$ cat src/sv/toe_pkg.sv
package toe_pkg;

  localparam int MaxNodesDef = 32;
  localparam int MaxEdgesDef = 128;
  localparam int NodeW = 5;
  localparam int CountW = 6;

  typedef struct packed {
    logic       op;
    logic [4:0] from_node;
    logic [4:0] to_node;
  } toe_in_t;

  typedef struct packed {
    logic [4:0] node;
    logic       is_summary;
    logic [5:0] ordered_count;
    logic       has_cycle;
    logic       edge_dropped;
    logic       last;
  } toe_out_t;

  typedef enum logic [3:0] {
    ST_IDLE,
    ST_CLR,
    ST_DEG_RD,
    ST_DEG_WR,
    ST_SEED,
    ST_POP,
    ST_SCAN_RD,
    ST_SCAN_WR,
    ST_EMIT,
    ST_SUM
  } toe_state_t;

  localparam logic OpAdd = 1'b0;
  localparam logic OpRun = 1'b1;

endpackage

$ cat src/sv/topological_order_engine_core.sv
// Edge add: the block stays idle, so start may follow on the next cycle.
// Run: clears the node in-degrees, walks the stored edges to count in-degrees, seeds ready
// nodes, then for each placed node scans the stored edges through the one edge store read port.
// Results come one per cycle at the end: nodes in reversed order, then the summary.
// The receiver cannot stall results; busy stays high until the summary has been sent.
// Synchronous active-low reset clears the stored edge count and the dropped-edge flag and sets node_count to 32.
module topological_order_engine_core
  import toe_pkg::*;
#(
  parameter int MaxNodes = MaxNodesDef,
  parameter int MaxEdges = MaxEdgesDef
) (
  input  logic               clk,
  input  logic               rst_n,
  input  logic               start,
  output logic               busy,
  input  toe_in_t            in_word,
  output logic               out_strobe,
  output toe_out_t           out_word,
  input  logic               cfg_valid,
  output logic               cfg_ready,
  input  logic [CountW-1:0]  cfg_node_count
);

  localparam int EAW = $clog2(MaxEdges);
  localparam int ECW = $clog2(MaxEdges + 1);
  localparam int NAW = $clog2(MaxNodes);
  localparam int NCW = $clog2(MaxNodes + 1);

  toe_state_t state_r, state_nxt;
  logic [CountW-1:0] ncfg_r;
  logic [ECW-1:0] etot_r, etot_nxt;
  logic drop_r, drop_nxt;
  logic [ECW-1:0] eidx_r, eidx_nxt;
  logic [NCW-1:0] i_r, i_nxt;
  logic [NCW-1:0] head_r, head_nxt, tail_r, tail_nxt, cnt_r, cnt_nxt;
  logic [NodeW-1:0] v_r, v_nxt;

  logic [ECW-1:0] deg [MaxNodes];
  logic [NodeW-1:0] queue [MaxNodes];

  logic [NCW-1:0] n_use;
  logic [NodeW-1:0] e_src, e_dst;
  logic [EAW-1:0] rd_addr;
  logic add_ok, we;
  logic deg_we;
  logic [NAW-1:0] deg_idx;
  logic [ECW-1:0] deg_wd;
  logic q_we;
  logic [NAW-1:0] q_idx;
  logic [NodeW-1:0] q_wd;

  always_comb begin
    if (ncfg_r == '0) n_use = NCW'(1);
    else if (32'(ncfg_r) > MaxNodes) n_use = NCW'(MaxNodes);
    else n_use = NCW'(ncfg_r);
  end

  assign busy = (state_r != ST_IDLE);
  assign cfg_ready = 1'b1;
  assign add_ok = (32'(in_word.from_node) < 32'(n_use)) &&
                  (32'(in_word.to_node) < 32'(n_use)) && (32'(etot_r) < MaxEdges);
  assign we = (state_r == ST_IDLE) && start && (in_word.op == OpAdd) && add_ok;
  assign rd_addr = EAW'(eidx_r);

  toe_edge_mem #(.MaxEdges(MaxEdges), .AddrW(EAW)) u_mem (
    .clk(clk), .wr_en(we), .wr_addr(EAW'(etot_r)),
    .wr_src(in_word.from_node), .wr_dst(in_word.to_node),
    .rd_addr(rd_addr), .rd_src(e_src), .rd_dst(e_dst)
  );

  logic e_valid_deg, e_hit;
  assign e_valid_deg = (32'(e_src) < 32'(n_use)) && (32'(e_dst) < 32'(n_use));
  assign e_hit = (e_src == v_r) && (32'(e_dst) < 32'(n_use));

  always_comb begin
    state_nxt = state_r;
    etot_nxt = etot_r;
    drop_nxt = drop_r;
    eidx_nxt = eidx_r;
    i_nxt = i_r;
    head_nxt = head_r;
    tail_nxt = tail_r;
    cnt_nxt = cnt_r;
    v_nxt = v_r;
    deg_we = 1'b0;
    deg_idx = '0;
    deg_wd = '0;
    q_we = 1'b0;
    q_idx = '0;
    q_wd = '0;
    case (state_r)
      ST_IDLE: begin
        if (start) begin
          if (in_word.op == OpAdd) begin
            if (add_ok) etot_nxt = etot_r + ECW'(1);
            else drop_nxt = 1'b1;
          end else begin
            i_nxt = '0;
            state_nxt = ST_CLR;
          end
        end
      end
      ST_CLR: begin
        deg_we = 1'b1;
        deg_idx = NAW'(i_r);
        if (i_r == n_use - NCW'(1)) begin
          eidx_nxt = '0;
          state_nxt = (etot_r == '0) ? ST_SEED : ST_DEG_RD;
          i_nxt = '0;
          tail_nxt = '0;
        end else begin
          i_nxt = i_r + NCW'(1);
        end
      end
      ST_DEG_RD: state_nxt = ST_DEG_WR;
      ST_DEG_WR: begin
        if (e_valid_deg) begin
          deg_we = 1'b1;
          deg_idx = NAW'(e_dst);
          deg_wd = deg[NAW'(e_dst)] + ECW'(1);
        end
        if (eidx_r == etot_r - ECW'(1)) begin
          state_nxt = ST_SEED;
        end else begin
          eidx_nxt = eidx_r + ECW'(1);
          state_nxt = ST_DEG_RD;
        end
        i_nxt = '0;
        tail_nxt = '0;
      end
      ST_SEED: begin
        if (deg[NAW'(i_r)] == '0) begin
          q_we = 1'b1;
          q_idx = NAW'(tail_r);
          q_wd = NodeW'(i_r);
          tail_nxt = tail_r + NCW'(1);
        end
        if (i_r == n_use - NCW'(1)) begin
          head_nxt = '0;
          cnt_nxt = '0;
          state_nxt = ST_POP;
        end else begin
          i_nxt = i_r + NCW'(1);
        end
      end
      ST_POP: begin
        if (head_r < tail_r) begin
          v_nxt = queue[NAW'(head_r)];
          head_nxt = head_r + NCW'(1);
          cnt_nxt = cnt_r + NCW'(1);
          eidx_nxt = '0;
          if (etot_r != '0) state_nxt = ST_SCAN_RD;
        end else begin
          i_nxt = cnt_r;
          state_nxt = (cnt_r == '0) ? ST_SUM : ST_EMIT;
        end
      end
      ST_SCAN_RD: state_nxt = ST_SCAN_WR;
      ST_SCAN_WR: begin
        if (e_hit && deg[NAW'(e_dst)] != '0) begin
          deg_we = 1'b1;
          deg_idx = NAW'(e_dst);
          deg_wd = deg[NAW'(e_dst)] - ECW'(1);
          if (deg[NAW'(e_dst)] == ECW'(1)) begin
            q_we = 1'b1;
            q_idx = NAW'(tail_r);
            q_wd = e_dst;
            tail_nxt = tail_r + NCW'(1);
          end
        end
        if (eidx_r == etot_r - ECW'(1)) begin
          state_nxt = ST_POP;
        end else begin
          eidx_nxt = eidx_r + ECW'(1);
          state_nxt = ST_SCAN_RD;
        end
      end
      ST_EMIT: begin
        i_nxt = i_r - NCW'(1);
        if (i_r == NCW'(1)) state_nxt = ST_SUM;
      end
      ST_SUM: begin
        etot_nxt = '0;
        drop_nxt = 1'b0;
        state_nxt = ST_IDLE;
      end
      default: state_nxt = ST_IDLE;
    endcase
  end

  always_comb begin
    out_strobe = 1'b0;
    out_word = '0;
    case (state_r)
      ST_EMIT: begin
        out_strobe = 1'b1;
        out_word.node = queue[NAW'(i_r - NCW'(1))];
      end
      ST_SUM: begin
        out_strobe = 1'b1;
        out_word.is_summary = 1'b1;
        out_word.ordered_count = CountW'(cnt_r);
        out_word.has_cycle = (cnt_r < n_use);
        out_word.edge_dropped = drop_r;
        out_word.last = 1'b1;
      end
      default: ;
    endcase
  end

  always_ff @(posedge clk) begin
    if (deg_we) deg[deg_idx] <= deg_wd;
    if (q_we) queue[q_idx] <= q_wd;
    eidx_r <= eidx_nxt;
    i_r <= i_nxt;
    head_r <= head_nxt;
    tail_r <= tail_nxt;
    cnt_r <= cnt_nxt;
    v_r <= v_nxt;
  end

  always_ff @(posedge clk) begin
    if (!rst_n) begin
      state_r <= ST_IDLE;
      etot_r <= '0;
      drop_r <= 1'b0;
      ncfg_r <= CountW'(32);
    end else begin
      state_r <= state_nxt;
      etot_r <= etot_nxt;
      drop_r <= drop_nxt;
      if (cfg_valid && cfg_ready) ncfg_r <= cfg_node_count;
    end
  end

endmodule

$ cat src/sv/toe_edge_mem.sv
module toe_edge_mem
  import toe_pkg::*;
#(
  parameter int MaxEdges = MaxEdgesDef,
  parameter int AddrW = $clog2(MaxEdges)
) (
  input  logic             clk,
  input  logic             wr_en,
  input  logic [AddrW-1:0] wr_addr,
  input  logic [NodeW-1:0] wr_src,
  input  logic [NodeW-1:0] wr_dst,
  input  logic [AddrW-1:0] rd_addr,
  output logic [NodeW-1:0] rd_src,
  output logic [NodeW-1:0] rd_dst
);

  logic [2*NodeW-1:0] mem [MaxEdges];
  logic [2*NodeW-1:0] rd_r;

  always_ff @(posedge clk) begin
    if (wr_en) begin
      mem[wr_addr] <= {wr_src, wr_dst};
    end
    rd_r <= mem[rd_addr];
  end

  assign rd_src = rd_r[2*NodeW-1:NodeW];
  assign rd_dst = rd_r[NodeW-1:0];

endmodule

$ cat config.mk
export PLATFORM = sky130hd
export DESIGN_NAME = topological_order_engine_core
export DESIGN_NICKNAME = d
export VERILOG_FILES = /design/src/sv/toe_pkg.sv /design/src/sv/topological_order_engine_core.sv /design/src/sv/toe_edge_mem.sv
export SDC_FILE = /design/constraint.sdc
export NUM_CORES = 2
export LEC_CHECK = 0
export BUFFER_PORTS_ARGS = -buffer_cell sky130_fd_sc_hd__buf_2
export CAP_MARGIN = 20
export CORE_AREA = 2 2 453 410
export CTS_BUF_LIST = sky130_fd_sc_hd__clkbuf_2 sky130_fd_sc_hd__clkbuf_4 sky130_fd_sc_hd__clkbuf_8
export DETAILED_ROUTE_END_ITERATION = 10
export DIE_AREA = 0 0 455 412
export GPL_TIMING_DRIVEN = 0
export SLEW_MARGIN = 25
export SYNTH_ARGS = -nofsm -noshare
export SYNTH_HDL_FRONTEND = slang
export SYNTH_SLANG_ARGS = --single-unit
export TNS_END_PERCENT = 5
$ cat constraint.sdc
create_clock -name clk -period 13.2 [get_ports clk]
set_clock_uncertainty 0.15 [all_clocks]
set_input_delay 2.64 -clock clk [delete_from_list [all_inputs] [get_ports clk]]
set_output_delay 2.64 -clock clk [all_outputs]
set_load 0.01 [all_outputs]
==> results_dict.tcl <==
set metrics [dict create \
    syn_area_um2 72600 \
    fin_util 0.451 \
    rows 149 \
    synthTopCellsByArea "edfxtp_1, mux4_2, nor2_1" \
    wl_per_cell_um 30.0 \
    postCtsSetupBuffers 0 \
    synthFlopType "edfxtp_1" \
    final_antenna_net_count 0 \
    period_share 0.574 \
    nNetsFinal 3919 \
    cellLeakagePower_nw 25.1 \
    synth_edf_count 1733 \
    grt_pass1_wl_um 277000 \
    ctsRootBufferMaster "clkbuf_8" \
    place_hpwl_um 131000 \
    overflow 0 \
    worst_pin_slew_ns 1.12 \
    setup.worst_path.start_class "register" \
    cap_violations 0 \
    clkSinkCount 1767 \
    htreeDepth 5 \
    io-pin-count 39 \
    yosysTopAreaCellShare 0.717 \
    power.switching_mw 3.74 \
    cp_max_fo 10 \
    path_common_cell "clkbuf_1" \
    synth_most_common_cell "edfxtp_1" \
    fin_tns_setup_ns 0 \
    path_buf_inv 4 \
    antenna_found_initial 9 \
    port_buffers 36 \
    irDropWorstVdd_mv 0.111 \
    core-area_um2 183000 \
    cts_made_buffers 301 \
    cp-end-kind "primary output" \
    p_seq_frac 0.470 \
    r2r_slack_ns 6.88 \
    synth-seq-area-share 0.726 \
    synthesis.nets 3561 \
    drive_gt1_frac 0.317 \
    comb_power_share 0.175 \
    rsz0062_at_grt "false" \
    cell_internal_pwr_mw 9.94 \
    grt_max_degree 90 \
    max_freq_ghz 0.132 \
    ys_types 84 \
    dieWidth_um 455 \
    critical_path_class "reg2out" \
    start_util 0.398 \
    rr_startpoint "u_mem.rd_r[1]" \
    synth.largest_area_cell "edfxtp_1" \
    drv_slew 0 \
    hold_buffers 0 \
    dr.pass1.iters 5 \
    clkSlewWorstSetupHoldPaths_ns 0.07 \
    grt_usage 0.208 \
    whs_path_depth 2 \
    tritoncts "done" \
    p_clk_frac 0.356 \
    status "complete, no violations" \
    synth_seq_cells 1767 \
    fin_crit_ns 7.58 \
    syn_avg_cell_area_um2 20.8 \
    relSlewSlack 0.254 \
    power_mw 13.7 \
    setup_viol 0 \
    synthArstFlopShare 0 \
    hold_class "reg2reg" \
    post_cts_resized 0 \
    fill_cells 15401 \
    die-area_um2 187000 \
    hold_viol 0 \
    slowest_stage "clkbuf_1" \
    drtIter0Drc 4809 \
    swShare 0.274 \
    worstPathCellList "clkbuf_1, clkbuf_1, nor3_1, xnor2_1, clkbuf_1, mux4_2, mux2i_1, nor2_1, buf_2" \
    netlist_instances 3498 \
    area_growth_pct 13.4 \
    clockBufferDepth 4 \
    netlist_top_cells_count "edfxtp_1, mux4_2, nor2_1, clkbuf_1, nand2_1" \
    rr_worst_depth 14 \
    die_h_um 412 \
    hold_path_end "ncfg_r[3]" \
    gp_congestion 0.901 \
    cpPeakStageDelay_ns 0.70 \
    grt_pass1_vias 37972 \
    routed-via-count 38034 \
    cp_data_arrival_time_ns 4.79 \
    viasPerCell 5.87 \
    cp_num_cells 9 \
    worstPathRequired_ns 10.41 \
    wl_um 195000 \
    path_delay_family "buffers and inverters" \
    reg2reg_to "deg[9][2]" \
    clkLatencyLatePin_ns 1.03 \
    power_density_nw_per_um2 166 \
    min_from "ncfg_r[3]" \
    drc_errors 0 \
    yosys_warnings 0 \
]
[worst max-delay path by stage]
stage                                   to        from  slack, ns
after detailed placement   u_mem.mem[7][6]  in_word[8]       5.84
after floorplan               out_word[10]      i_r[0]       7.81
after global placement    u_mem.mem[63][6]  in_word[8]       4.23
after global routing          out_word[10]      i_r[0]       5.29
final                         out_word[10]      i_r[0]       5.62
after CTS                     out_word[10]      i_r[0]       5.44
[stage by stage]
| step | hold WS, ns | instances | cell area (µm²) | setup slack [ns] |
|---|---|---|---|---|
| after floorplan | 0.341 | 3498 | 72600 | 7.81 |
| after global placement | 0.405 | 5950 | 75800 | 4.23 |
| after detailed placement | 0.410 | 5968 | 76400 | 5.84 |
| after CTS | 0.420 | 6480 | 82200 | 5.44 |
| after global routing | 0.451 | 6482 | 82300 | 5.29 |
| final | 0.414 | 6484 | 82300 | 5.62 |
[power by group through the flow]
stage | clock, mW | combinational [mW] | sequential [mW]
floorplan | 0 | 1.47 | 6.50
global placement | 0 | 2.31 | 6.55
detailed placement | 0 | 2.36 | 6.54
CTS | 4.94 | 2.37 | 6.42
global route | 5.18 | 2.51 | 6.43
finish | 4.86 | 2.39 | 6.43
[cells in the final DEF, fill, tap and decap left out, drive strengths merged, types with 15 or more instances in the layout]
cell type	instances
edfxtp	1733
mux4	589
clkbuf	547
nor2	289
buf	105
clkinv	93
nand2	63
nand3	50
ha	42
nor4	39
dfxtp	34
o21ai	34
nor3	33
a21oi	33
mux2i	32
xnor2	28
inv	28
xor2	25
nor2b	20
mux2	19
or3	15
o211ai	15
[logic make-up (layout without fill, tap and decap cells)]
family	Yosys count	count (layout)	synth area share
multiplexers	640	640	0.190
AO/OA/AOI/OAI	182	182	0.0186
other	1	4	0.0000516
XOR/XNOR	53	53	0.00639
AND/OR/NAND/NOR	592	592	0.0390
buffers and inverters	221	788	0.0123
flip-flops	1767	1767	0.726
adder cells (fa/ha/maj)	42	42	0.00724
[layout make-up]
class | instances | area [µm²] | area share
clock buffer | 404 | 5020 | 0.0609
antenna | 3 | 7.51 | 0.0000912
clock inverter | 108 | 773 | 0.00939
timing repair buffer | 55 | 617 | 0.00749
inverter | 28 | 105 | 0.00128
buffer | 193 | 851 | 0.0103
multi-input combinational | 1510 | 19200 | 0.234
sequential | 1767 | 52700 | 0.640
tap | 2416 | 3020 | 0.0367
[per-layer routing]
layer	track usage	vias up	wire, µm
li1	-	15474	-
met5	0	-	37
met4	0.0694	6	6280
met3	0.0404	351	15900
met1	0.300	20301	81600
met2	0.317	1902	90800
[sequential cells by signal, indices dropped and copies added, names as in the netlist, 6 cells and up, named ones only]
signal	cells
u_mem.rd_r	10
cnt_r	6
etot_r	8
deg	256
eidx_r	8
ncfg_r	6
i_r	6
u_mem.mem	1280
head_r	6
queue	160
tail_r	6
[worst min-delay path, delay by kind of cell, from the launching register on]
| family | cells | cell delay (ns) |
|---|---|---|
| DFF | 1 | 0.34 |
| muxes | 1 | 0.13 |
| and+or+nand+nor | 1 | 0.05 |
No activity file was read; power rests on OpenSTA's default activity.
